### src/hw/rtl/bhp_pkg.sv
// Shared types and constants for the bit-field header packer/unpacker.
// No dependencies; every other file refers to this package by scoped names.
`default_nettype none
package bhp_pkg;

    localparam int MaxFields = 32;
    localparam int MaxWidth  = 63;
    localparam int HdrBytes  = 256;

    // command codes
    localparam logic [2:0] CMD_SET_WIDTH = 3'd0;
    localparam logic [2:0] CMD_CLEAR     = 3'd1;
    localparam logic [2:0] CMD_WRITE     = 3'd2;
    localparam logic [2:0] CMD_READ      = 3'd3;
    localparam logic [2:0] CMD_LOAD      = 3'd4;

    // configuration register indexes
    localparam logic CFG_NUM_FIELDS = 1'b0;
    localparam logic CFG_LEN_INDEX  = 1'b1;

    // result kinds
    localparam logic KIND_BYTE  = 1'b0;
    localparam logic KIND_FIELD = 1'b1;

    typedef struct packed {
        logic [2:0]  cmd;
        logic        tbl_ok;       // item_index names a field of the table
        logic [7:0]  item_index;
        logic [5:0]  field_width;
        logic [62:0] field_value;
        logic [7:0]  byte_in;
        logic        last_byte;
    } cmd_item_t;

    typedef struct packed {
        logic       we;
        logic [7:0] waddr;
        logic [7:0] wdata;
        logic       clr;
        logic [8:0] clr_limit;
        logic [7:0] raddr;
    } store_req_t;

    typedef struct packed {
        logic [7:0] data;
        logic       written;
    } store_rsp_t;

endpackage
`default_nettype wire

### src/hw/rtl/bhp_front.sv
// Front end: accepts items, classifies them and holds them in a two-entry queue.
// Depends on bhp_pkg.
`default_nettype none
module bhp_front (
    input  wire logic              clk,
    input  wire logic              rst_n,
    input  wire logic              in_valid,
    output logic                   in_stall,
    input  wire logic [2:0]        cmd,
    input  wire logic [7:0]        item_index,
    input  wire logic [5:0]        field_width,
    input  wire logic [62:0]       field_value,
    input  wire logic [7:0]        byte_in,
    input  wire logic              last_byte,
    output logic                   head_valid,
    output bhp_pkg::cmd_item_t     head,
    input  wire logic              pop
);

    bhp_pkg::cmd_item_t q_reg [2];
    logic       wp_reg, wp_next, rp_reg, rp_next;
    logic [1:0] cnt_reg, cnt_next;
    logic       push;
    bhp_pkg::cmd_item_t incoming;

    assign in_stall   = (cnt_reg == 2'd2);
    assign push       = in_valid && !in_stall;
    assign head_valid = (cnt_reg != 2'd0);
    assign head       = q_reg[rp_reg];

    always_comb
    begin
        incoming.cmd         = cmd;
        incoming.tbl_ok      = (item_index < 8'(bhp_pkg::MaxFields));
        incoming.item_index  = item_index;
        incoming.field_width = field_width;
        incoming.field_value = field_value;
        incoming.byte_in     = byte_in;
        incoming.last_byte   = last_byte;
        wp_next  = push ? ~wp_reg : wp_reg;
        rp_next  = pop ? ~rp_reg : rp_reg;
        cnt_next = cnt_reg + {1'b0, push} - {1'b0, pop};
    end

    always_ff @(posedge clk or negedge rst_n)
    begin
        if (!rst_n)
        begin
            wp_reg  <= 1'b0;
            rp_reg  <= 1'b0;
            cnt_reg <= 2'd0;
        end
        else
        begin
            wp_reg  <= wp_next;
            rp_reg  <= rp_next;
            cnt_reg <= cnt_next;
        end
    end

    always_ff @(posedge clk)
    begin
        if (push)
        begin
            q_reg[wp_reg] <= incoming;
        end
    end

endmodule
`default_nettype wire

### config.mk
export PLATFORM = sky130hd
export DESIGN_NAME = bhp_front
export DESIGN_NICKNAME = d
export VERILOG_FILES = /design/src/hw/rtl/bhp_pkg.sv /design/src/hw/rtl/bhp_front.sv
export SDC_FILE = /design/constraint.sdc
export NUM_CORES = 1
export LEC_CHECK = 0
export BUFFER_PORTS_ARGS = -buffer_cell sky130_fd_sc_hd__buf_4
export CAP_MARGIN = 0
export CORE_MARGIN = 1.5
export CORE_UTILIZATION = 55
export DETAILED_ROUTE_END_ITERATION = 10
export GPL_ROUTABILITY_DRIVEN = 0
export GPL_TIMING_DRIVEN = 0
export PLACE_DENSITY_LB_ADDON = 0.3
export SKIP_CTS_REPAIR_TIMING = 1
export SYNTH_ARGS = -nofsm -noshare
export SYNTH_HDL_FRONTEND = slang
export SYNTH_SLANG_ARGS = --single-unit
### constraint.sdc
create_clock -name clk -period 7.89 [get_ports clk]
set_input_delay 0.789 -clock clk [delete_from_list [all_inputs] [get_ports clk]]
set_output_delay 0.789 -clock clk [all_outputs]
set_load 0.01 [all_outputs]
* Word level (Yosys, flattened, before mapping)
Memories as Yosys holds them, arrays and structs flattened.
Cells that the tools add are included.
** Word-level totals
- Flip-flop bits (word level) :: 4
- Latch bits :: 0
- Memory bits (writable) :: 180
- Bits in read-only memories :: 0
- Bits of input ports :: 93
- Logic and storage cells :: 15
- Memories kept :: 1
** Memory list
- q_reg :: words 2, width 90, rd ports 1, clocked after Yosys merged registers in 0, write ports 1, RTL line bhp_front.sv:20 : bhp_pkg::cmd_item_t q_reg [2];
** Cells by class
- $add $sub $neg :: 2
- Multipliers :: 0
- Div/mod/pow operators :: 0
- Order comparisons :: 1
- Eq/ne operators :: 1
- Shift operators :: 0
- Muxes and demuxes :: 2
- Bitwise gates (word level) :: 2
- Reduce and logical (&&, ||, !) cells :: 3
** Operators by type and width (number)
- 8-bit by 6-bit < comparator with 1-bit output, second input constant :: 1
- 2-bit by 1-bit adder with 2-bit output :: 1
- 2-bit equality test, second input constant :: 1
- 1-bit two-way mux :: 2
- 1-bit inverter :: 2
- 2-bit nonzero test :: 1
- 2-bit by 1-bit subtractor with 2-bit output :: 1
- 1-bit logical AND :: 1
- 1-bit zero test :: 1

* Depth between registers and ports, before layout
- Word-level depth :: 5
- Depth in mapped cells :: 7

* Worst setup path before layout
Ideal clock, no wire load.
- Path type :: input -> register
- From :: in in_valid
- To :: mem q_reg[0][0] (netlist bit), enable pin
- Setup time :: 0.539 ns
- Arrival time :: 4.632 ns
- Path slack :: 2.719 ns
- Stages on the path :: 2
- Cells stage by stage :: nand2_1 nor2_1
** On the way
- Word-level cells in the longest chain between the ends :: 3
** Ends and longest elaborated chain
- start: declaration :: RTL line bhp_front.sv:7 : input wire logic in_valid,
- 1-bit logical AND :: RTL line bhp_front.sv:27 : assign push = in_valid && !in_stall;
- 1-bit two-way mux :: RTL line bhp_front.sv:63 : if (push)
- 1-bit two-way mux (not written as such) :: RTL line bhp_front.sv:65 : q_reg[wp_reg] <= incoming;
- end: declaration :: RTL line bhp_front.sv:20
Every way passes these cells.

==> results.md <==
- Antenna-violating nets left: 0
- CTS H-tree lvls: 4
- Via count: between 3000 and 4000
- Type of the most critical hold path: input port to async pin
- Final hold slack: 157 ps
- Worst slew margin: 60.4%
- Post-synth EDFFs: 180
- Synth-to-Final Area Change: 31.0%
- CP Launch Type: flip-flop
- Area of the core: 12700 um2
- RSZ-0062 raised after global routing: no
- Post-synthesis sequential area ratio: between 70% and 80%
- Most frequent cell after synthesis: edfxtp_1
- Reg2reg path depth: 3
- GRT overflow: 0
- Largest net degree at the start of global routing: 52
- Clock buffer count from CTS: 17
- # fillers: 762
- Initial Utilization: 56.4%
- Count of clock tree sinks: 184
- Top Family by Delay on Critical Path: buffers and inverters
- Hold violation count in the final report: 0
- Post-Syn Nets: 393
- Number of vias per cell: 4.89
- Layout net count: 600
- Inserted Diodes: 0
- Area of the mapped netlist: 7140 um2
- Gr usage total: between 10% and 20%
- P_leak: 3.76 nW
- #FFs+latches synth: 184
- CTS tree: built
- Post-synth cell types: 16
- Chip height: 117 um
- Layout cell share with drive strength beyond 1: 61.4%
- Synthesized instance count: 298
- Commonest cells post-synth: edfxtp_1 (180), mux2_4 (89), buf_12 (9), dfrtp_1 (4), xnor2_1 (3)
- Period utilisation layout: 30.9%
- Ys flop type: edfxtp_1
- HPWL after detailed placement: between 8 and 9 mm
- Clk_skew: between 6 and 7 ps
- CTS max path bufs: 2
- CP bufs+invs: 3
- Type of the worst setup path: flip-flop to primary output
- WP depth: 4
- Asr flop ratio synth: ~2.2%
- Max stage delay on crit path: 340 ps
- Number of flip-flops in the largest register: 180
- Post-route minimum period: 2440 ps
- Worst slew pin tran: 594 ps
- PD cells: around 370 nW/um2
- WL final: 11.7 mm
- Worst-case vdd ir drop: 0.386 mV
- Slowest-stage cell, CP: dfrtp_1
- Number of max-cap violations: 0
- Initial DRC Count: ~130
- Post-synth top area share: about 76%
- Clk slew on worst S/H paths: 60 ps
- Skew-Pair Late Insertion Delay: 410 ps
- Leading area contributor after synthesis: edfxtp_1
- # IOs: approximately 190
- Number of global-route vias before repair: about 3500
- Initial antenna violation count: 0
- Arrival time worst endpoint: 1650 ps
- Maximum net fanout on the critical path: 10
- First-pass GRT wire length: between 15 and 20 mm
- Row count: 41
- Clock root buffer: clkbuf_16
- Critical Path End Type: primary output
- Synth top area cells: edfxtp_1 (76%), mux2_4 (19%), buf_12 (2.5%)
- Total power: 3.45 mW
- Max-slew violation count: 0
- Cell Chain, Critical Path: buf_6 -> buf_12 -> mux2_4 -> buf_4
- First-pass DRT Iterations: 4
- Finish-stage setup viols: 0
- Synth warn: 0
- Critical path required time: 7100 ps
- Status: finished clean
- IO Port Bufs: 184
- Wire per inst: between 15 and 20 um
- Drt drc: 0
- Die width: about 120 um
- Mean Syn Cell Area: 24.0 um2
- TNS Setup: 0 ps
- Die area: about 14000 um2
- F_max: 0.410 GHz
[cell usage in the layout, fill, tap and decap left out, types with 2 or more instances in the layout]
| cell type | n |
|---|---|
| buf_12 | 12 |
| buf_4 | 184 |
| clkbuf_1 | 2 |
| clkbuf_16 | 17 |
| clkinv_1 | 2 |
| clkinv_2 | 3 |
| clkinvlp_4 | 3 |
| dfrtp_1 | 4 |
| edfxtp_1 | 180 |
| ha_1 | 2 |
| inv_1 | 2 |
| mux2_4 | 89 |
| xnor2_1 | 3 |
[where the power goes]
group	switching, mW	total (mW)	internal, mW	leakage [nW]
Sequential	0.0570	1.39	1.34	1.72
Clock	0.315	0.739	0.424	0.245
Combinational	0.562	1.32	0.756	1.80
[worst paths after layout]
check / slack, ps / endpoint / from
setup / recovery: 5450 / head[50] / rp_reg$_DFFE_PN0P_
setup reg to reg: 6060 / q_reg[1][36]$_DFFE_PP_ / cnt_reg[1]$_DFF_PN0_
hold / removal: 160 / cnt_reg[1]$_DFF_PN0_ / rst_n
min in group clk: 540 / cnt_reg[0]$_DFF_PN0_ / cnt_reg[0]$_DFF_PN0_
hold reg to reg: 540 / cnt_reg[0]$_DFF_PN0_ / cnt_reg[0]$_DFF_PN0_
max in group asynchronous: 7630 / rp_reg$_DFFE_PN0P_ / rst_n
[worst reg2reg max path, cell delays in order (launching register included)]
cell,delay (ps)
dfrtp_1,410
nand2b_1,140
and3_4,600
buf_16,330
[stage by stage]
stage / instances / util [%] / setup slack, ps / instance area [um2]
6_report: 687 / 73.8 / 5450 / 9360
5_1_grt: 687 / 73.8 / 5380 / 9360
4_1_cts: 687 / 73.8 / 5410 / 9360
3_5_place_dp: 658 / 69.8 / 5710 / 8840
3_3_place_gp: 654 / 69.0 / 756 / 8740
2_1_floorplan: 298 / - / 2720 / 7140
[logic make-up after synthesis]
kind of cell             synth area share, %
adder cells (fa/ha/maj)                0.350
flip-flops                              77.1
AND/OR/NAND/NOR                        0.438
buffers and inverters                   2.79
multiplexers                            18.9
XOR/XNOR                               0.491
[cell type report]
type | instances | area, um2 | share of cell area [%]
multi-input combinational | 102 | 1450 | 15.5
buffer | 10 | 191 | 2.05
clock inverter | 10 | 83.8 | 0.896
inverter | 2 | 7.51 | 0.0802
timing repair buffer | 188 | 1470 | 15.7
clock buffer | 19 | 433 | 4.63
sequential | 184 | 5510 | 58.8
tap | 172 | 215 | 2.30
[per-layer routing]
layer / part of all wire [%] / wire, um / up-vias / GRT usage [%]
li1: - / - / 1589 / -
met1: 35 / 4140 / 1622 / 17.7
met2: 53 / 6220 / 124 / 30.4
met3: 8.5 / 992 / 24 / 7.00
met4: 2.9 / 338 / 0 / 9.08
met5: 0 / 0 / - / 0
Power figures use the tool's default switching activity.
