**config.mk**
```make
export PLATFORM = sky130hd
export DESIGN_NAME = bhp_store
export DESIGN_NICKNAME = d
export VERILOG_FILES = /design/src/hw/rtl/bhp_pkg.sv /design/src/hw/rtl/bhp_store.sv
export SDC_FILE = /design/constraint.sdc
export NUM_CORES = 2
export LEC_CHECK = 0
export ABC_AREA = 0
export BUFFER_PORTS_ARGS = -buffer_cell sky130_fd_sc_hd__clkbuf_2
export CORE_MARGIN = 8
export CORE_UTILIZATION = 42
export CTS_CLUSTER_SIZE = 40
export DETAILED_ROUTE_END_ITERATION = 16
export PLACE_DENSITY_LB_ADDON = 0.2
export SYNTH_ARGS = -nofsm -noshare
export SYNTH_HDL_FRONTEND = slang
export SYNTH_SLANG_ARGS = --single-unit
```
**constraint.sdc**
```tcl
create_clock -name clk -period 1.9 [get_ports clk]
set_clock_uncertainty 0.2 [all_clocks]
set_input_delay 0.19 -clock clk [delete_from_list [all_inputs] [get_ports clk]]
set_output_delay 0.19 -clock clk [all_outputs]
set_load 0.005 [all_outputs]
```
**src/hw/rtl/bhp_pkg.sv**
```systemverilog
// Shared types and constants for the bit-field header packer/unpacker.
// No dependencies; every other file refers to this package by scoped names.
`default_nettype none
package bhp_pkg;

    localparam int MaxFields = 32;
    localparam int MaxWidth  = 63;
    localparam int HdrBytes  = 256;

    // command codes
    localparam logic [2:0] CMD_SET_WIDTH = 3'd0;
    localparam logic [2:0] CMD_CLEAR     = 3'd1;
    localparam logic [2:0] CMD_WRITE     = 3'd2;
    localparam logic [2:0] CMD_READ      = 3'd3;
    localparam logic [2:0] CMD_LOAD      = 3'd4;

    // configuration register indexes
    localparam logic CFG_NUM_FIELDS = 1'b0;
    localparam logic CFG_LEN_INDEX  = 1'b1;

    // result kinds
    localparam logic KIND_BYTE  = 1'b0;
    localparam logic KIND_FIELD = 1'b1;

    typedef struct packed {
        logic [2:0]  cmd;
        logic        tbl_ok;       // item_index names a field of the table
        logic [7:0]  item_index;
        logic [5:0]  field_width;
        logic [62:0] field_value;
        logic [7:0]  byte_in;
        logic        last_byte;
    } cmd_item_t;

    typedef struct packed {
        logic       we;
        logic [7:0] waddr;
        logic [7:0] wdata;
        logic       clr;
        logic [8:0] clr_limit;
        logic [7:0] raddr;
    } store_req_t;

    typedef struct packed {
        logic [7:0] data;
        logic       written;
    } store_rsp_t;

endpackage
`default_nettype wire

```
**src/hw/rtl/bhp_store.sv**
```systemverilog
// Header byte store: 256 x 8 memory with one written flag per byte.
// Depends on bhp_pkg.
`default_nettype none
module bhp_store (
    input  wire logic                clk,
    input  wire logic                rst_n,
    input  wire bhp_pkg::store_req_t req,
    output bhp_pkg::store_rsp_t      rsp
);

    logic [7:0] mem [bhp_pkg::HdrBytes];
    logic [bhp_pkg::HdrBytes-1:0] written_reg;
    logic [7:0] rdata_reg;
    logic       rwritten_reg;

    always_ff @(posedge clk)
    begin
        if (req.we)
        begin
            mem[req.waddr] <= req.wdata;
        end
        rdata_reg <= mem[req.raddr];
    end

    // drop the written flag of every byte below the clear limit back to its reset value
    always_ff @(posedge clk or negedge rst_n)
    begin
        if (!rst_n)
        begin
            written_reg  <= '0;
            rwritten_reg <= 1'b0;
        end
        else
        begin
            rwritten_reg <= written_reg[req.raddr];
            for (int i = 0; i < bhp_pkg::HdrBytes; i++)
            begin
                if (req.clr && (9'(i) < req.clr_limit))
                begin
                    written_reg[i] <= 1'b0;
                end
                else if (req.we && (req.waddr == 8'(i)))
                begin
                    written_reg[i] <= 1'b1;
                end
            end
        end
    end

    assign rsp.data    = rdata_reg;
    assign rsp.written = rwritten_reg;

endmodule
`default_nettype wire

```
### Word level (Yosys, flattened, before mapping)

Memories as Yosys holds them, arrays and structs flattened. A register that Yosys moved wholly into a read port is not among the register bits.
Index checks and enable logic that the tools add are counted.

| operators by class | value |
|---|---|
| add/subtract/negate cells | 0 |
| multipliers | 0 |
| div/mod/pow operators | 0 |
| magnitude comparators | 257 |
| eq/ne operators | 255 |
| shift-type cells | 0 |
| multiplexer cells | 516 |
| bitwise operators | 0 |
| reductions and logical operators | 769 |

Operator list:

| operator | count |
|---|---|
| $lt 8x9->1 const A | 128 |
| $eq 8x8->1 const B | 128 |
| $lt 7x9->1 const A | 64 |
| $mux 1 | 515 |
| $eq 8x7->1 const B | 64 |
| $logic_and 1x1->1 | 512 |
| $reduce_bool 2->1 | 256 |
| $lt 6x9->1 const A | 32 |
| $eq 8x6->1 const B | 32 |
| $lt 5x9->1 const A | 16 |
| $eq 8x5->1 const B | 16 |
| $lt 4x9->1 const A | 8 |
| $eq 8x4->1 const B | 8 |
| $lt 3x9->1 const A | 4 |
| $eq 8x3->1 const B | 4 |
| $lt 1x9->1 const A | 2 |
| $lt 2x9->1 const A | 2 |
| $eq 8x2->1 const B | 2 |
| $lt 8x9->1 const B | 1 |
| $bmux 1 s8 | 1 |
| $eq 8x1->1 const B | 1 |
| $logic_not 8->1 | 1 |

| word-level totals | value |
|---|---|
| bits in registers | 257 |
| bits in latches | 0 |
| bits in writable memories | 2048 |
| ROM bits | 0 |
| bits of input ports | 37 |
| output and inout port bits | 9 |
| logic and storage cells | 2055 |
| memories kept | 1 |

Memory list:

| memory | words | bits a word | read ports | clocked after memory_dff | wr ports | line | text |
|---|---|---|---|---|---|---|---|
| mem | 256 | 8 | 1 | 1 | 1 | bhp_store.sv:11 | `logic [7:0] mem [bhp_pkg::HdrBytes];` |

### Logic depth before layout (Yosys ltp)

| depth | value |
|---|---|
| depth after elaboration | 4 |
| mapped depth | 12 |
| gate-level depth less buffers | 6 |

### Worst setup path before layout

Ideal clock, no wire load.

| timing path | value |
|---|---|
| kind | in2reg |
| start | input req[0] (netlist name) |
| end | register rdata_reg[2] (read register of mem) |
| setup time | 0.125 ns |
| data arrival time | 2.061 ns |
| data required time | 1.575 ns |
| path slack | -0.486 ns |
| stages | 9 |
| buffers on the path | 3 |
| cells stage by stage | buf_6 -> buf_6 -> buf_2 -> mux4_2 -> a22o_1 -> a221oi_1 -> o22ai_1 -> a211oi_1 -> a211oi_1 |

RTL lines:

| element | line | text |
|---|---|---|
| start, declared | bhp_store.sv:7 | `input wire bhp_pkg::store_req_t req,` |
| end, declared | bhp_store.sv:13 | `logic [7:0] rdata_reg;` |

==> reports/results.tsv <==
metric	value	unit
finalHoldViolCount	0	
numCtsBuffers	230	
power_density	912	nW/um2
placed_area	110000	um2
overflow	0	
initial_utilization	0.421	
r2r_end	rdata_reg[1]	
synthArstFlopShare	0.111	
p_leak	40.9	nW
reg2reg_from	mem[118][1]	
drtIter0Drc	5681	
avgSynthCellArea	19.2	um2
r2r_slack	-0.64	ns
fmax	393	MHz
ctsLongestPathBuffers	3	
synth-edff-count	2048	
clock_latency	0.91	ns
first_pass_iters	5	
grt_pass1_wl	408	mm
drt_wl_total	284	mm
rr_worst_depth	6	
die_h	484	um
rsz0062_at_grt	yes	
place.gp.congestion	0.932	
end_kind	flop	
maxCapViolations	0	
fp.dieArea	234000	um2
setup_viol	45	
violations	setup timing	
io_buffers	45	
power.total	108	mW
grt_pass1_vias	54800	
ir_drop	776	uV
status	finished, violations left	
drive_gt1_frac	0.409	
synth_cells	4801	
wl_per_cell	31.0	um
area_delta_synth_final	29.0	%
fill_cells	16800	
root_buffer	clkbuf_16	
cp-startpoint	mem[118][1]	
synthFlopType	edfxtp_1	
synth.distinct_cells	65	
relSlewSlack	0.257	
min_path_type	input port to flop	
synthesis.nets	4838	
hp-start	req[28]	
dp_hpwl	199	mm
hold_path_end	written_reg[37]	
drtAntennaViolNets	0	
synth_area	92100	um2
post-place-ws	-2.16	ns
setup_ws	-0.642	ns
cts_tree	done	
grt_max_degree	80	
avgViaCountPerCell	5.84	
min_period	2.54	ns
yosysWarnings	0	
vias	53500	
clk_pin_slew	0.06	ns
fin_crit_sh	1.34	
largest_register_ffs	2048	
cts_max_level	4	
critPathArrivalTime	3.11	ns
path_max_fanout	1	
critical_path_class	flop to flop	
clock_sinks	2313	
grt_usage	0.239	
tightest_slew	1.11	ns
num_io_pins	46	
fin_nets	6118	
coreArea	219000	um2
drcViolationCount	0	
antenna_found_initial	12	
synth.yosys.seq_area_share	0.739	
fin_area	119000	um2
rows	172	
worst_setup_path_start_kind	flop	
die_x	484	um
slew_violations	0	
synth_seq_cells	2313	
min_path_cells	8	
required	2.47	ns
[per-layer routing]
layer	routed length (um)	vias up	GRT usage
met4	11000	2	0.0898
met2	134000	2151	0.377
met1	119000	28500	0.338
met3	19300	488	0.0384
li1	-	22300	-
met5	13	-	0
[cells in the final DEF (no fill, tap or decap), types with 14 or more instances in the layout]
cell type / netlist / routed
buf_4: 22 / 872
a221oi_2: 2 / 22
dfrtp_1: 257 / 256
o21ai_1: 10 / 14
nor2_4: 0 / 160
clkbuf_16: 0 / 232
nand2b_1: 15 / 14
nor2_1: 479 / 259
mux2i_1: 160 / 160
a221oi_1: 54 / 32
o221ai_1: 40 / 40
a22o_1: 42 / 42
nor3_1: 42 / 31
o22ai_1: 44 / 30
o21a_1: 34 / 34
clkbuf_2: 0 / 24
nor2_2: 0 / 60
dlygate4sd3_1: 0 / 36
nand3_1: 36 / 22
clkbuf_1: 167 / 48
bufinv_16: 0 / 18
a22oi_1: 39 / 39
nand2_1: 166 / 160
o211ai_1: 16 / 16
buf_12: 8 / 389
edfxtp_1: 2048 / 2048
o221a_2: 17 / 17
o22a_1: 28 / 28
a21oi_1: 108 / 108
a2bb2oi_1: 87 / 85
o21ai_0: 60 / 46
mux4_2: 543 / 543
clkinv_1: 1 / 50
a211oi_2: 5 / 18
clkinv_2: 0 / 48
[cell type report]
class	count	area, um2	area share
clock inverters	139	1400	0.0118
repair buffers	1350	15200	0.128
multi-input cells	2181	24400	0.205
flip-flops and latches	2313	68100	0.573
well taps	2871	3590	0.0302
clock buffers	286	6060	0.0510
inverters	5	20.0	0.000169
diodes	9	22.5	0.000190
[worst max path at each step]
stage                               to
after CTS                 rdata_reg[1]
final                     rdata_reg[1]
after floorplan           rwritten_reg
after global placement    rdata_reg[1]
after detailed placement  rdata_reg[1]
after global routing      rdata_reg[1]
[repair_timing]
action,CTS,global route
resized for setup,122,61
hold endpoints to repair,2777,88
endpoints found under the setup margin,18,134
pin swaps,29,21
setup buffers,0,0
hold buffers,42,3
[Yosys cell counts (54+ instances only)]
library cell | n | share of area
a2bb2oi_1 | 87 | 0.0083
clkbuf_1 | 167 | 0.0068
edfxtp_1 | 2048 | 0.67
o21ai_0 | 60 | 0.0033
mux2i_1 | 160 | 0.017
nor2_1 | 479 | 0.020
mux4_2 | 543 | 0.13
a221oi_1 | 54 | 0.0051
nand2_1 | 166 | 0.0068
dfrtp_1 | 257 | 0.070
a21oi_1 | 108 | 0.0059
[metrics by stage]
step | util | setup TNS (ns) | instances | hold WS (ns)
CTS | 0.542 | -14.81 | 9147 | -0.00588
detailed placement | 0.503 | -283.23 | 8680 | -0.107
floorplan | - | -29.26 | 4801 | -0.306
global route | 0.543 | -7.25 | 9150 | 0.0202
finish | 0.543 | -7.42 | 9154 | 0.0687
global placement | 0.503 | -275.06 | 8680 | -0.108
[report_power, final]
group | leakage, nW | switching (mW) | total, mW | internal, mW
Sequential | 22.1 | 0.119 | 55.6 | 55.5
Clock | 3.63 | 19.7 | 44.9 | 25.1
Combinational | 15.2 | 4.59 | 7.85 | 3.27
Total | 40.9 | 24.5 | 108 | 83.9
[kinds of logic after synthesis]
logic type / Yosys count / synth area share
DFF: 2313 / 0.739
muxes: 705 / 0.150
buffers and inverters: 307 / 0.0197
AOI/OAI and AO/OA: 661 / 0.0534
and+or+nand+nor: 815 / 0.0370
[worst max-delay path, stage by stage (launching register included)]
cell and delay [ns]:
edfxtp_1 0.36, mux4_2 0.46, a22o_1 0.29, a221oi_2 0.29, o22ai_2 0.19, a211oi_4 0.57, nor3_4 0.04
No activity file was read; power rests on OpenSTA's default activity.
