$ cat config.mk
export PLATFORM = sky130hd
export DESIGN_NAME = bhp_back
export DESIGN_NICKNAME = d
export VERILOG_FILES = /design/src/hw/rtl/bhp_pkg.sv /design/src/hw/rtl/bhp_back.sv
export SDC_FILE = /design/constraint.sdc
export NUM_CORES = 2
export LEC_CHECK = 0
export BUFFER_PORTS_ARGS = -buffer_cell sky130_fd_sc_hd__clkbuf_2
export CORE_ASPECT_RATIO = 0.9
export CORE_MARGIN = 2
export CORE_UTILIZATION = 65
export CTS_BUF_LIST = sky130_fd_sc_hd__clkbuf_8
export DETAILED_ROUTE_END_ITERATION = 8
export GPL_TIMING_DRIVEN = 0
export PLACE_DENSITY = 0.82
export SLEW_MARGIN = 20
export SYNTH_ARGS = -nofsm -noshare
export SYNTH_HDL_FRONTEND = slang
export SYNTH_SLANG_ARGS = --single-unit
$ cat constraint.sdc
create_clock -name clk -period 12.32 [get_ports clk]
set_input_delay 1.232 -clock clk [delete_from_list [all_inputs] [get_ports clk]]
set_output_delay 1.232 -clock clk [all_outputs]
set_load 0.01 [all_outputs]
$ cat src/hw/rtl/bhp_pkg.sv
// Shared types and constants for the bit-field header packer/unpacker.
// No dependencies; every other file refers to this package by scoped names.
`default_nettype none
package bhp_pkg;

    localparam int MaxFields = 32;
    localparam int MaxWidth  = 63;
    localparam int HdrBytes  = 256;

    // command codes
    localparam logic [2:0] CMD_SET_WIDTH = 3'd0;
    localparam logic [2:0] CMD_CLEAR     = 3'd1;
    localparam logic [2:0] CMD_WRITE     = 3'd2;
    localparam logic [2:0] CMD_READ      = 3'd3;
    localparam logic [2:0] CMD_LOAD      = 3'd4;

    // configuration register indexes
    localparam logic CFG_NUM_FIELDS = 1'b0;
    localparam logic CFG_LEN_INDEX  = 1'b1;

    // result kinds
    localparam logic KIND_BYTE  = 1'b0;
    localparam logic KIND_FIELD = 1'b1;

    typedef struct packed {
        logic [2:0]  cmd;
        logic        tbl_ok;       // item_index names a field of the table
        logic [7:0]  item_index;
        logic [5:0]  field_width;
        logic [62:0] field_value;
        logic [7:0]  byte_in;
        logic        last_byte;
    } cmd_item_t;

    typedef struct packed {
        logic       we;
        logic [7:0] waddr;
        logic [7:0] wdata;
        logic       clr;
        logic [8:0] clr_limit;
        logic [7:0] raddr;
    } store_req_t;

    typedef struct packed {
        logic [7:0] data;
        logic       written;
    } store_rsp_t;

endpackage
`default_nettype wire

$ cat src/hw/rtl/bhp_back.sv
// Back end: sequencer that runs each queued command against the width table
// and the byte store, and drives the result register. Depends on bhp_pkg.
`default_nettype none
module bhp_back (
    input  wire logic                clk,
    input  wire logic                rst_n,
    input  wire logic                head_valid,
    input  wire bhp_pkg::cmd_item_t  head,
    output logic                     pop,
    input  wire logic [5:0]          nf_use,
    input  wire logic [4:0]          len_index,
    output bhp_pkg::store_req_t      sreq,
    input  wire bhp_pkg::store_rsp_t srsp,
    output logic                     out_valid,
    input  wire logic                out_stall,
    output logic                     result_kind,
    output logic [7:0]               result_index,
    output logic [62:0]              result_value,
    output logic                     field_valid,
    output logic [7:0]               header_bytes,
    output logic                     last_result
);

    localparam logic [3:0] S_IDLE  = 4'd0;
    localparam logic [3:0] S_SUM   = 4'd1;
    localparam logic [3:0] S_WPREP = 4'd2;
    localparam logic [3:0] S_WRD   = 4'd3;
    localparam logic [3:0] S_WMRG  = 4'd4;
    localparam logic [3:0] S_RRD   = 4'd5;
    localparam logic [3:0] S_REMIT = 4'd6;
    localparam logic [3:0] S_FLD   = 4'd7;
    localparam logic [3:0] S_URD   = 4'd8;
    localparam logic [3:0] S_UACC  = 4'd9;
    localparam logic [3:0] S_UEXT  = 4'd10;
    localparam logic [3:0] S_UEMIT = 4'd11;

    logic [3:0]  state_reg;
    bhp_pkg::cmd_item_t cur_reg;
    logic [5:0]  width_reg [bhp_pkg::MaxFields];
    logic [5:0]  i_reg, end_reg;
    logic [10:0] acc_reg, total_bits_reg;
    logic [8:0]  limit_reg;
    logic        poison_reg, ok_reg;
    logic [10:0] s_reg;
    logic [5:0]  w_reg;
    logic [3:0]  k_reg, nb_reg;
    logic [8:0]  base_reg;
    logic [71:0] win_reg, mask_reg;
    logic [62:0] val_reg;
    logic        hi_reg;

    logic        out_free;
    logic [11:0] tb_sum, acc_sum;
    logic [8:0]  hb, hb_acc;
    logic [8:0]  addr_cur;
    logic [7:0]  rbyte;
    logic [5:0]  w_cur, w_fld;
    logic [63:0] mask_w, mask_f;
    logic [6:0]  wsh, usum, ush;
    logic [2:0]  off;
    logic [11:0] fend;
    logic        fok;
    logic [71:0] wshift, ushift;

    assign tb_sum   = {1'b0, total_bits_reg} + 12'd7;
    assign hb       = tb_sum[11:3];
    assign acc_sum  = {1'b0, acc_reg} + 12'd7;
    assign hb_acc   = acc_sum[11:3];
    assign out_free = !out_valid || !out_stall;
    assign addr_cur = base_reg + {5'd0, k_reg};
    assign rbyte    = (!hi_reg && srsp.written) ? srsp.data : 8'd0;

    assign w_cur  = width_reg[cur_reg.item_index[4:0]];
    assign w_fld  = width_reg[i_reg[4:0]];
    assign mask_w = (64'd1 << w_cur) - 64'd1;
    assign mask_f = (64'd1 << w_reg) - 64'd1;
    assign off    = acc_reg[2:0];
    assign wsh    = 7'd72 - {1'b0, w_cur} - {4'd0, off};
    assign wshift = {9'd0, cur_reg.field_value & mask_w[62:0]} << wsh;
    assign fend   = {1'b0, s_reg} + {6'd0, w_fld};
    assign fok    = !poison_reg && (fend <= {limit_reg, 3'b000});
    assign usum   = {3'd0, k_reg} << 3;
    assign ush    = usum - {4'd0, s_reg[2:0]} - {1'b0, w_reg};
    assign ushift = win_reg >> ush;

    assign pop = (state_reg == S_IDLE) && head_valid;

    always_comb
    begin
        sreq           = '0;
        sreq.raddr     = addr_cur[7:0];
        if (state_reg == S_IDLE && head_valid && head.cmd == bhp_pkg::CMD_LOAD)
        begin
            sreq.we    = 1'b1;
            sreq.waddr = head.item_index;
            sreq.wdata = head.byte_in;
        end
        // hold the read address while the byte waits for the result register
        if (state_reg == S_RRD || state_reg == S_REMIT)
        begin
            sreq.raddr = cur_reg.item_index;
        end
        if (state_reg == S_WMRG)
        begin
            sreq.we    = !addr_cur[8];
            sreq.waddr = addr_cur[7:0];
            sreq.wdata = (rbyte & ~mask_reg[71:64]) | (win_reg[71:64] & mask_reg[71:64]);
        end
        if (state_reg == S_SUM && i_reg == end_reg && cur_reg.cmd == bhp_pkg::CMD_CLEAR)
        begin
            sreq.clr       = 1'b1;
            sreq.clr_limit = hb_acc;
        end
    end

    always_ff @(posedge clk or negedge rst_n)
    begin
        if (!rst_n)
        begin
            state_reg      <= S_IDLE;
            total_bits_reg <= '0;
            limit_reg      <= '0;
            out_valid      <= 1'b0;
            for (int j = 0; j < bhp_pkg::MaxFields; j++)
            begin
                width_reg[j] <= '0;
            end
        end
        else
        begin
            if (out_valid && !out_stall)
            begin
                out_valid <= 1'b0;
            end
            case (state_reg)
                S_IDLE:
                begin
                    if (head_valid)
                    begin
                        cur_reg <= head;
                        i_reg   <= '0;
                        acc_reg <= '0;
                        case (head.cmd)
                            bhp_pkg::CMD_SET_WIDTH:
                            begin
                                if (head.tbl_ok)
                                begin
                                    width_reg[head.item_index[4:0]] <=
                                        head.field_width;
                                end
                            end
                            bhp_pkg::CMD_CLEAR:
                            begin
                                end_reg   <= nf_use;
                                state_reg <= S_SUM;
                            end
                            bhp_pkg::CMD_WRITE:
                            begin
                                if (head.tbl_ok)
                                begin
                                    end_reg   <= head.item_index[5:0];
                                    state_reg <= S_SUM;
                                end
                            end
                            bhp_pkg::CMD_READ:
                            begin
                                state_reg <= S_RRD;
                            end
                            bhp_pkg::CMD_LOAD:
                            begin
                                if (head.last_byte && nf_use != 6'd0)
                                begin
                                    limit_reg  <= hb;
                                    poison_reg <= 1'b0;
                                    s_reg      <= '0;
                                    state_reg  <= S_FLD;
                                end
                            end
                            default:
                            begin
                                state_reg <= S_IDLE;
                            end
                        endcase
                    end
                end
                S_SUM:
                begin
                    if (i_reg == end_reg)
                    begin
                        if (cur_reg.cmd == bhp_pkg::CMD_CLEAR)
                        begin
                            total_bits_reg <= acc_reg;
                            limit_reg      <= hb_acc;
                            state_reg      <= S_IDLE;
                        end
                        else
                        begin
                            state_reg <= S_WPREP;
                        end
                    end
                    else
                    begin
                        acc_reg <= acc_reg + {5'd0, w_fld};
                        i_reg   <= i_reg + 6'd1;
                    end
                end
                S_WPREP:
                begin
                    // left-justify the field and its mask in a 9-byte window
                    win_reg   <= wshift;
                    mask_reg  <= {8'd0, mask_w} << wsh;
                    base_reg  <= {1'b0, acc_reg[10:3]};
                    nb_reg    <= 4'(({4'd0, off} + {1'b0, w_cur} + 7'd7) >> 3);
                    k_reg     <= '0;
                    state_reg <= S_WRD;
                end
                S_WRD:
                begin
                    hi_reg    <= addr_cur[8];
                    state_reg <= (k_reg == nb_reg) ? S_IDLE : S_WMRG;
                end
                S_WMRG:
                begin
                    win_reg   <= win_reg << 8;
                    mask_reg  <= mask_reg << 8;
                    k_reg     <= k_reg + 4'd1;
                    state_reg <= S_WRD;
                end
                S_RRD:
                begin
                    hi_reg    <= 1'b0;
                    state_reg <= S_REMIT;
                end
                S_REMIT:
                begin
                    if (out_free)
                    begin
                        out_valid    <= 1'b1;
                        result_kind  <= bhp_pkg::KIND_BYTE;
                        result_index <= cur_reg.item_index;
                        result_value <= {55'd0, rbyte};
                        field_valid  <= ({1'b0, cur_reg.item_index} < hb);
                        header_bytes <= hb[7:0];
                        last_result  <= 1'b1;
                        state_reg    <= S_IDLE;
                    end
                end
                S_FLD:
                begin
                    w_reg    <= w_fld;
                    ok_reg   <= fok;
                    val_reg  <= '0;
                    base_reg <= {1'b0, s_reg[10:3]};
                    k_reg    <= '0;
                    win_reg  <= '0;
                    nb_reg   <= 4'(({4'd0, s_reg[2:0]} + {1'b0, w_fld} + 7'd7) >> 3);
                    state_reg <= (fok && w_fld != 6'd0) ? S_URD : S_UEMIT;
                end
                S_URD:
                begin
                    hi_reg    <= addr_cur[8];
                    state_reg <= (k_reg == nb_reg) ? S_UEXT : S_UACC;
                end
                S_UACC:
                begin
                    win_reg   <= {win_reg[63:0], rbyte};
                    k_reg     <= k_reg + 4'd1;
                    state_reg <= S_URD;
                end
                S_UEXT:
                begin
                    val_reg   <= ushift[62:0] & mask_f[62:0];
                    state_reg <= S_UEMIT;
                end
                S_UEMIT:
                begin
                    if (out_free)
                    begin
                        out_valid    <= 1'b1;
                        result_kind  <= bhp_pkg::KIND_FIELD;
                        result_index <= {2'd0, i_reg};
                        result_value <= val_reg;
                        field_valid  <= ok_reg;
                        header_bytes <= hb[7:0];
                        last_result  <= (i_reg + 6'd1 == nf_use);
                        if (i_reg == {1'b0, len_index})
                        begin
                            if (!ok_reg)
                            begin
                                poison_reg <= 1'b1;
                                limit_reg  <= '0;
                            end
                            else if (val_reg != {54'd0, hb})
                            begin
                                limit_reg <= (|val_reg[62:8]) ? 9'd255
                                                              : {1'b0, val_reg[7:0]};
                            end
                        end
                        s_reg     <= s_reg + {5'd0, w_reg};
                        i_reg     <= i_reg + 6'd1;
                        state_reg <= (i_reg + 6'd1 == nf_use) ? S_IDLE : S_FLD;
                    end
                end
                default:
                begin
                    state_reg <= S_IDLE;
                end
            endcase
        end
    end

endmodule
`default_nettype wire

==> flow_summary.toml, run 1 <==
[run_status]
run_status = "stopped before the end"
flow.stopped_at = "global routing"
toolErrorMsg = "[ERROR GRT-0116] Global routing finished with congestion. Check the congestion regions in the DRC Viewer."

[floorplan]
starting_density_of_the_core_pct = 65.8
die_width_um = 291
die_height_um = 262
fp-row-count = 94
ios = 233

[placed_design]
place_ws_ns = 2.47
placement.io_buffers = 232
dp_hpwl_mm = 190
placed_cell_area_um2 = 51000
dpl.cell_count = 6280
gp_congestion = 1.24

[global_routing]
via_count_of_the_first_global_routing_pass = 58070
globalRouteOverflowTotal = 44
grt_pass1_wl_mm = 401
global_route.usage.total_pct = 72.3
grt_start_max_net_pins = 82

[synthesis]
synth_seq_cells = 639
syn_area_per_cell_um2 = 9.52
synth_fp_nets = 5256
synth_edf_count = 422
synth_largest_area_cell = "sky130_fd_sc_hd__edfxtp_1"
synth-warning-count = 0
async_flop_share_pct = 34.0
postSynthCellCount = 5063
ys_types = 116
ys_dominant_reg_cell = "sky130_fd_sc_hd__edfxtp_1"
synthDominantCellAreaShare_pct = 26.3
synth.top_cells.by_area = "sky130_fd_sc_hd__edfxtp_1 (26%), sky130_fd_sc_hd__dfrtp_1 (11%), sky130_fd_sc_hd__mux2_2 (6.1%)"
ys_seq_area_share_pct = 37.6
post_synth_instance_area_um2 = 48200

[cts]
cts.path.max_buffers = 3
cts.repair_timing.setup_buffer_count = 0
numClockSinks = 639
post_cts_resized = 0
cts.htree.levels = 3
hold_buffers = 0
cts-root-buf = "sky130_fd_sc_hd__clkbuf_8"
cts-buffers-inserted = 101
per-layer routing:
layer,overflow,track usage [%]
met1,2,77.2
met2,18,87.8
met3,2,56.9
met4,22,64.1
met5,0,19.7
stage by stage:
step	utilization, %	hold slack [ns]
CTS	72.4	0.452
detailed placement	69.6	0.516
global placement	69.0	0.453
floorplan	-	0.442
synthesized netlist by cell type, types with 13 or more instances:
cell type	number
sky130_fd_sc_hd__nand2_1	598
sky130_fd_sc_hd__nor2_1	452
sky130_fd_sc_hd__edfxtp_1	422
sky130_fd_sc_hd__clkbuf_1	314
sky130_fd_sc_hd__o21ai_0	278
sky130_fd_sc_hd__mux2i_1	267
sky130_fd_sc_hd__mux2_2	261
sky130_fd_sc_hd__a21oi_1	255
sky130_fd_sc_hd__dfrtp_1	217
sky130_fd_sc_hd__mux4_2	128
sky130_fd_sc_hd__nand3_1	114
sky130_fd_sc_hd__nor3_1	104
sky130_fd_sc_hd__and2_1	89
sky130_fd_sc_hd__inv_1	86
sky130_fd_sc_hd__a211oi_1	82
sky130_fd_sc_hd__a22oi_1	73
sky130_fd_sc_hd__ha_1	73
sky130_fd_sc_hd__xnor2_1	72
sky130_fd_sc_hd__o22ai_1	70
sky130_fd_sc_hd__o221ai_1	62
sky130_fd_sc_hd__a31oi_1	61
sky130_fd_sc_hd__and3_1	60
sky130_fd_sc_hd__buf_1	58
sky130_fd_sc_hd__o211ai_1	51
sky130_fd_sc_hd__xor2_1	51
sky130_fd_sc_hd__nand4_1	49
sky130_fd_sc_hd__nor4_1	46
sky130_fd_sc_hd__a22o_1	42
sky130_fd_sc_hd__nor2b_1	41
sky130_fd_sc_hd__nand2b_1	40
sky130_fd_sc_hd__a21o_1	39
sky130_fd_sc_hd__o31ai_1	31
sky130_fd_sc_hd__a221oi_1	28
sky130_fd_sc_hd__buf_2	26
sky130_fd_sc_hd__a221o_1	21
sky130_fd_sc_hd__a311oi_1	17
sky130_fd_sc_hd__a211o_1	16
sky130_fd_sc_hd__or3_1	16
sky130_fd_sc_hd__nor3b_1	15
sky130_fd_sc_hd__o21a_1	15
sky130_fd_sc_hd__o21ai_1	14
sky130_fd_sc_hd__or2_2	14
sky130_fd_sc_hd__a31o_2	13
sky130_fd_sc_hd__o22a_1	13
cells by family after synthesis:
| group | after synthesis | share of synthesized area, % |
|---|---|---|
| AO/OA/AOI/OAI | 1374 | 19.7 |
| flip-flops | 639 | 37.6 |
| AND/OR/NAND/NOR | 1680 | 16.2 |
| buffers and inverters | 506 | 4.26 |
| adder cells (fa/ha/maj) | 79 | 2.15 |
| multiplexers | 662 | 17.9 |
| XOR/XNOR | 123 | 2.24 |
==> run 2: changes to the inputs <==
--- a/config.mk
+++ b/config.mk
@@ -6,13 +6,11 @@
 export NUM_CORES = 2
 export LEC_CHECK = 0
 export BUFFER_PORTS_ARGS = -buffer_cell sky130_fd_sc_hd__clkbuf_2
-export CORE_ASPECT_RATIO = 0.9
 export CORE_MARGIN = 2
-export CORE_UTILIZATION = 65
-export CTS_BUF_LIST = sky130_fd_sc_hd__clkbuf_8
+export CORE_UTILIZATION = 40
 export DETAILED_ROUTE_END_ITERATION = 8
 export GPL_TIMING_DRIVEN = 0
-export PLACE_DENSITY = 0.82
+export PLACE_DENSITY_LB_ADDON = 0.15
 export SLEW_MARGIN = 20
 export SYNTH_ARGS = -nofsm -noshare
 export SYNTH_HDL_FRONTEND = slang
==> run 2 against run 1 <==
The flow now finishes without violations. Synthesized area unchanged. Synthesized cell count unchanged.
==> flow_summary.toml, run 2 <==
[worst_setup_path]
setup.worst_path.end_class = "flip-flop"
arrival_ns = 11.65
critical_path.max_fanout = 11
reg2reg_setup_slack_ns = 0.95
timing.critical_path.required_ns = 12.60
kind_of_start_point_of_the_critical_path = "flip-flop"
setup.worst_path.class = "reg -> reg"

[cts]
cts_tree = "done"
cts-buffers-inserted = 75
post_cts_resized = 0
cts.repair_timing.setup_buffer_count = 0
cts.path.max_buffers = 3
cts.clk_slew.worst_paths_ns = 0.06
cts.htree.levels = 3
numClockSinks = 639
hold_buffers = 0
clkLatencyLatePin_ns = 0.72
cts-root-buf = "sky130_fd_sc_hd__clkbuf_16"

[sta]
final-max-slew-violation-count = 0
final_period_minus_worst_setup_slack_ns = 11.37
achievable-frequency_mhz = 87.9
tns_setup_ns = 0
max-slew-margin-rel_pct = 6.87
final_min_period_over_clock_period_pct = 92.3
setup_ws_ns = 0.950
fin_worst_hold_slack_ns = 0.499
hold_viol = 0
worstMarginPinSlew_ns = 1.36
clock-skew-final_ns = 0.0877
rsz0062_at_grt = "no"
setup_viol_count_final = 0

[global_routing]
globalRouteOverflowTotal = 0
global_route.usage.total_pct = 46.8
grt_start_max_net_pins = 91
grt_antenna_before_repair = 24
via_count_of_the_first_global_routing_pass = 46972
grt_pass1_wl_mm = 397

[routing]
final_antenna_net_count = 0
detail_route.iter0.violations = 8735
via_per_inst = 7.11
route.vias.total = 50452
drt_pass1_iterations = 9
drt_drc_violations_left = 0
drt-total-wl_mm = 294
wl_per_cell_um = 41.4

[worst_hold_path]
hold_path.class = "reg -> reg"

[synthesis]
synth_seq_cells = 639
ys_types = 116
synth_edf_count = 422
synth.top_cells.by_area = "sky130_fd_sc_hd__edfxtp_1 (26%), sky130_fd_sc_hd__dfrtp_1 (11%), sky130_fd_sc_hd__mux2_2 (6.1%)"
synth-warning-count = 0
async_flop_share_pct = 34.0
ys_dominant_reg_cell = "sky130_fd_sc_hd__edfxtp_1"
ys_seq_area_share_pct = 37.6
post_synth_instance_area_um2 = 48200
syn_area_per_cell_um2 = 9.52
postSynthCellCount = 5063
most_frequent_cell_after_synthesis = "sky130_fd_sc_hd__nand2_1"
synth_fp_nets = 5256
synthDominantCellAreaShare_pct = 26.3
synth_largest_area_cell = "sky130_fd_sc_hd__edfxtp_1"
synth.top_cells.by_count = "sky130_fd_sc_hd__nand2_1 (598), sky130_fd_sc_hd__nor2_1 (452), sky130_fd_sc_hd__edfxtp_1 (422)"

[floorplan]
die_width_um = 351
starting_density_of_the_core_pct = 40.3
placeableCoreArea_um2 = 120000
die_height_um = 351
fp-row-count = 127
die_area_um2 = 123000
ios = 233

[layout]
layout.cells.non_filler = 7093
final_cell_mix = "sky130_fd_sc_hd__nand2_1 (598), sky130_fd_sc_hd__nor2_1 (446), sky130_fd_sc_hd__edfxtp_1 (422), sky130_fd_sc_hd__clkbuf_1 (313), sky130_fd_sc_hd__o21ai_0 (273)"
areaGrowthSynthToFinish_pct = 14.0
mostFrequentLayoutCell = "sky130_fd_sc_hd__nand2_1"
largest_register_ffs = 192
proportion_of_layout_cells_with_a_drive_suffix_above_1_pct = 17.7
nNetsFinal = 5607
nFillCells = 11659

[placed_design]
placement.io_buffers = 232
gp_congestion = 1.10
dpl.cell_count = 6945
dp_hpwl_mm = 229
place_ws_ns = 1.88

[run_status]
run_status = "finished clean"

[run]
max_cap_violations = 0
run 2: final timing paths:
path | cells after the start | from | end
max | 22 | cur_reg[80] | win_reg[64]
min | 2 | total_bits_reg[0] | total_bits_reg[0]
max reg2reg | 22 | cur_reg[80] | win_reg[64]
min reg2reg | 2 | total_bits_reg[0] | total_bits_reg[0]
max in group asynchronous | 3 | rst_n | width_reg[157]
min in group asynchronous | 1 | rst_n | width_reg[27]
run 2: worst max-delay path, stage by stage, from the launching register on:
cell,delay [ns]
sky130_fd_sc_hd__edfxtp_1,0.50
sky130_fd_sc_hd__buf_2,0.29
sky130_fd_sc_hd__nor2b_1,0.13
sky130_fd_sc_hd__buf_2,0.24
sky130_fd_sc_hd__clkbuf_1,0.74
sky130_fd_sc_hd__a22oi_1,0.17
sky130_fd_sc_hd__a21oi_1,0.63
sky130_fd_sc_hd__a211o_1,0.29
sky130_fd_sc_hd__nand2_4,0.16
sky130_fd_sc_hd__inv_2,0.14
sky130_fd_sc_hd__buf_4,0.21
sky130_fd_sc_hd__buf_4,0.26
sky130_fd_sc_hd__buf_2,0.43
sky130_fd_sc_hd__ha_1,0.34
sky130_fd_sc_hd__fa_1,0.44
sky130_fd_sc_hd__xor2_1,0.80
sky130_fd_sc_hd__clkbuf_1,0.77
sky130_fd_sc_hd__clkbuf_1,0.66
sky130_fd_sc_hd__buf_1,0.85
sky130_fd_sc_hd__clkbuf_1,0.93
sky130_fd_sc_hd__a21oi_1,0.28
sky130_fd_sc_hd__a2111oi_0,1.19
sky130_fd_sc_hd__a221oi_1,0.45
run 2: logic make-up after synthesis:
family | synth area share, %
flops | 37.6
xor+xnor | 2.24
simple gates | 16.2
fa+ha+maj | 2.15
compound gates | 19.7
buf+inv | 4.26
mux | 17.9
run 2: layout make-up:
type / count / area [um^2] / share of cell area [%]
diodes: 7 / 17.5 / 0.0319
plain buffers: 410 / 1720 / 3.12
flip-flops and latches: 639 / 18100 / 33.0
inverters: 96 / 360 / 0.656
clock inverters: 38 / 577 / 1.05
repair buffers: 274 / 1680 / 3.06
clock buffers: 99 / 2120 / 3.86
well taps: 1612 / 2020 / 3.67
multi-input cells: 3918 / 28300 / 51.6
run 2: layer usage:
| layer | vias to the layer above | GRT usage (%) | wire, um |
|---|---|---|---|
| li1 | 20012 | - | - |
| met4 | 16 | 33.2 | 26300 |
| met3 | 1125 | 15.0 | 36700 |
| met1 | 24849 | 58.5 | 109000 |
| met2 | 4450 | 67.9 | 122000 |
| met5 | - | 0 | 129 |
run 2: per-stage QoR:
stage	utilization, %	instance area (um^2)
2_1_floorplan	-	48200
3_3_place_gp	42.9	51400
3_5_place_dp	43.5	52100
4_1_cts	45.8	54800
5_1_grt	45.9	54900
6_report	45.9	54900
Power of run 2 is left out: the tool's default activity adds up to more than one toggle a clock period on the data nets, which glitch-free logic cannot reach.
